### config.mk
export PLATFORM = sky130hd
export DESIGN_NAME = gbfs_ram
export DESIGN_NICKNAME = d
export VERILOG_FILES = /design/src/sv/gbfs_ram.sv
export SDC_FILE = /design/constraint.sdc
export NUM_CORES = 1
export LEC_CHECK = 0
export ABC_AREA = 0
export CAP_MARGIN = 5
export CORE_UTILIZATION = 42
export DETAILED_ROUTE_END_ITERATION = 7
export DONT_BUFFER_PORTS = 1
export SYNTH_ARGS = -nofsm -noshare
export SYNTH_HDL_FRONTEND = slang
export SYNTH_SLANG_ARGS = --single-unit
### constraint.sdc
create_clock -name clk_i -period 1.8 [get_ports clk_i]
set_input_delay 0.36 -clock clk_i [delete_from_list [all_inputs] [get_ports clk_i]]
set_output_delay 0.36 -clock clk_i [all_outputs]
set_load 0.01 [all_outputs]
### src/sv/gbfs_ram.sv
// Generic simple dual-port RAM with one write port and one registered read port.
// No dependencies.
module gbfs_ram #(
  parameter int Width = 8,
  parameter int Depth = 16,
  localparam int AddrW = $clog2(Depth)
) (
  input  logic             clk_i,
  input  logic             we_i,
  input  logic [AddrW-1:0] waddr_i,
  input  logic [Width-1:0] wdata_i,
  input  logic             re_i,
  input  logic [AddrW-1:0] raddr_i,
  output logic [Width-1:0] rdata_o
);

  logic [Width-1:0] mem_q [Depth];

  always_ff @(posedge clk_i) begin
    if (we_i) begin
      mem_q[waddr_i] <= wdata_i;
    end
    if (re_i) begin
      rdata_o <= mem_q[raddr_i];
    end
  end

endmodule

# Word-level counts from Yosys, hierarchy flattened

Memories as Yosys holds them, arrays and structs flattened. A register that Yosys moved wholly into a read port is not among the register bits.
Cells that the tools add are included.

Mux-type cells: 2

Operators by type and width:

| operator         | number |
|---|---|
| 2-to-1 mux 1 bit | 2 |

Logic and storage cells: 3
Register bits after elaboration: 0
Memories kept: 1
Bits in writable memories: 128

Memory list:

| name  | depth | bits a word | rd ports | clocked after Yosys merged registers in | wr ports | line | RTL |
|---|---|---|---|---|---|---|---|
| mem_q | 16    | 8           | 1        | 1                                       | 1        | 17   | `logic [Width-1:0] mem_q [Depth];` |

# Logic depth before layout (Yosys ltp)

Depth in word-level cells: 2
Depth in mapped cells: 5
Depth with buffers taken out: 3

# Worst setup path after synthesis

No wires, ideal clock.

Kind: input-to-reg
Start: input port waddr_i[2]
End: memory mem_q[0][0], enable pin
Path slack: -0.053 ns
Library setup time: 0.383 ns
Stages on the path: 2
Data required time: 1.417 ns
Arrival time: 1.470 ns
Cells stage by stage: or3b_2 nor3_1

RTL lines:

| item            | line | RTL |
|---|---|---|
| start, declared | 10   | `input logic [AddrW-1:0] waddr_i,` |
| end, declared   | 17   |  |

No word-level cell before the write port.

==> summary.md <==
| Metric | Value |
|---|---|
| Status | `completed` |
| Die W | `114 um` |
| DR top layer | `met4` |
| Async S/R FF share, synth | `0%` |
| PwrDens | `1180 nW/um^2` |
| Starting Density | `43.3%` |
| Hold Path Class | `input port to register` |
| GR Overflow Total | `0` |
| Drt pass-1 iters | `4` |
| Post-cts sizing count | `0` |
| Clk pin slew, worst setup/hold paths | `0.06 ns` |
| Vias in the first global route | `2,406` |
| TritonCTS Sinks | `136` |
| Main synth FF type | `edfxtp_1` |
| Die area | `12,900 um^2` |
| Met3 Wirelength | `745 um` |
| Post CTS Setup Buffer Count | `0` |
| CP startpoint kind | `register` |
| Multi-input logic area | `1060 um^2` |
| Final cycle utilization of the critical path | `82.5%` |
| TritonCTS clock tree | `yes` |
| Pin count of the biggest net entering global routing | `33` |
| Initial antenna violation count | `0` |
| DP HPWL | `6.07 mm` |
| Post-route ant nets | `0` |
| Worst-case clock buffer depth | `2` |
| Row Count | `40` |
| Clk_skew | `0.00484 ns` |
| # setup viols final | `0` |
| Fmax | `0.674 GHz` |
| Clock period minus worst slack | `1.48 ns` |
| Routability Congestion | `0.688` |
| Core ar. | `12,100 um^2` |
| Switching share of power | `18.6%` |
| CP endpoint kind | `register` |
| Die H | `114 um` |
| Setup Crit Path Kind | `register to register` |
| Commonest non-fill, non-tap cell in the layout | `edfxtp_1` |
| Total power | `7.19 mW` |
| Seq cells post-synth | `136` |
| Share of cells above drive strength 1 | `24.9%` |
| Pint | `5.85 mW` |
| Slew headroom | `72.2%` |
| Post-synth cell types | `18` |
| Post-Syn Nets | `248` |
| Commonest cells after routing, fill and taps aside | `136 x edfxtp_1, 18 x mux4_2, 18 x buf_4` |
| Final WL | `9.84 mm` |
| Drt wl/cell | `22.5 um` |
| CP bufs+invs | `0` |
| First-pass GRT wire length | `14.9 mm` |
| P&R area growth vs syn | `16.3%` |
| Syn Std Cell Area | `5230 um^2` |
| DRC | `0` |
| WP data required | `1.95 ns` |
| Sum Neg Setup Slack | `0 ns` |
| Worst path max stage delay | `0.49 ns` |
| Number of nets in the layout | `275` |
| Post-synthesis area per instance | `22.8 um^2` |
| Sequential-to-total area share from yosys stat | `78.1%` |
| I/O pins | `27` |
| Via count | `2,283` |
| Worst-Margin Slew | `0.417 ns` |
| Vias/cell | `5.22` |
| Max cap viols | `0` |
| Maximum vdd drop | `882 uV` |
| Buffers on Ports | `0` |
| CP max stage cell | `mux4_2` |
| Sequential power share | `50.1%` |
| Final hold violation count | `0` |
| Fillcell total | `963` |
| Critical path, cell by cell | `mux4_2 -> a22oi_1 -> nand2_1` |
| LEAKAGE | `1.99 nW` |
| WL met2 | `4.61 mm` |
| Yosys warnings | `0` |
| All-Layer GR Usage | `17.1%` |
| Reg area | `4080 um^2` |
| Gate power share | `2.7%` |
| Hold_buf cts | `0` |
| Final Slew Violations | `0` |
| CP max FO | `1` |
| Critical path's top delay family | `multiplexers` |
| Clk root buf | `clkbuf_16` |
| CP Data Arrival Time | `1.63 ns` |
| Clk network pwr share | `47.2%` |
| Worst-Skew Late Latency | `0.41 ns` |
| Number of flops mapped to enable cells by yosys | `136` |
| Initial DRC count | `190` |
| Post-Synthesis Cells | `229` |
| RSZ-0062 raised after global routing | `no` |
| Max H-tree Level | `4` |
| Number of buffers created by CTS | `17` |
| N_diodes | `0` |
| Wl on met1 | `4.40 mm` |
| NetSw | `1.34 mW` |
synth_stat cells, types with 2 or more instances:
cell type        number  area share (%)
nand2b_1              2            0.24
buf_2                 3            0.29
mux4_1               14             7.0
nand2_1               9            0.65
nor3_1                4            0.38
edfxtp_1            136              78
nor2_1               13            0.93
buf_6                 3            0.65
clkdlybuf4s25_2       3            0.57
a22oi_1              16             2.3
nand3b_1              2            0.29
mux4_2               18             7.8
per-layer routing:
metal | track usage (%) | vias up
met1 | 23.7 | 1178
met2 | 25.2 | 66
met3 | 6.59 | 7
met4 | 5.26 | 0
met5 | 0 | -
li1 | - | 1032
final timing paths:
kind                               start                     to  slack [ns]  cells past startpoint
setup reg to reg  mem_q[15][6]$_DFFE_PP_   rdata_o[6]$_DFFE_PP_        0.32                      3
hold / removal                wdata_i[4]  mem_q[9][4]$_DFFE_PP_        0.04                      0
hold reg to reg   mem_q[15][5]$_DFFE_PP_   rdata_o[5]$_DFFE_PP_        0.74                      3
setup / recovery  mem_q[15][6]$_DFFE_PP_   rdata_o[6]$_DFFE_PP_        0.32                      3
metrics by stage:
step | setup slack [ns] | hold WS [ns] | std cells | util, % | area, um^2
6_report | 0.316 | 0.0424 | 437 | 50.4 | 6080
3_3_place_gp | 0.245 | 0.460 | 405 | 45.5 | 5490
4_1_cts | 0.300 | 0.0279 | 437 | 50.4 | 6080
2_1_floorplan | 0.158 | 0.459 | 229 | - | 5230
3_5_place_dp | 0.263 | 0.460 | 405 | 45.5 | 5490
5_1_grt | 0.243 | 0.0192 | 437 | 50.4 | 6080
flip-flops by register name, indices dropped and copies added (netlist names):
signal,count
mem_q,128
rdata_o,8
area by class of cell:
class	count	area share, %
sequential	136	67.2
tap	168	3.46
timing repair buffer	18	2.22
clock buffer	19	7.12
clock inverter	13	2.55
multi-input combinational	83	17.5
power groups by stage:
stage | clock network (mW) | registers (mW) | logic, mW
floorplan | 0 | 3.66 | 0.180
global placement | 0 | 3.66 | 0.195
detailed placement | 0 | 3.67 | 0.197
CTS | 3.45 | 3.60 | 0.197
global route | 3.58 | 3.61 | 0.209
finish | 3.39 | 3.60 | 0.193
logic make-up after synthesis:
family,count (synthesis),synth area share (%)
AO/OA/AOI/OAI,16,2.30
buffers and inverters,10,1.65
flip-flops,136,78.1
multiplexers,32,14.8
AND/OR/NAND/NOR,35,3.14
Power figures use the tool's default switching activity.
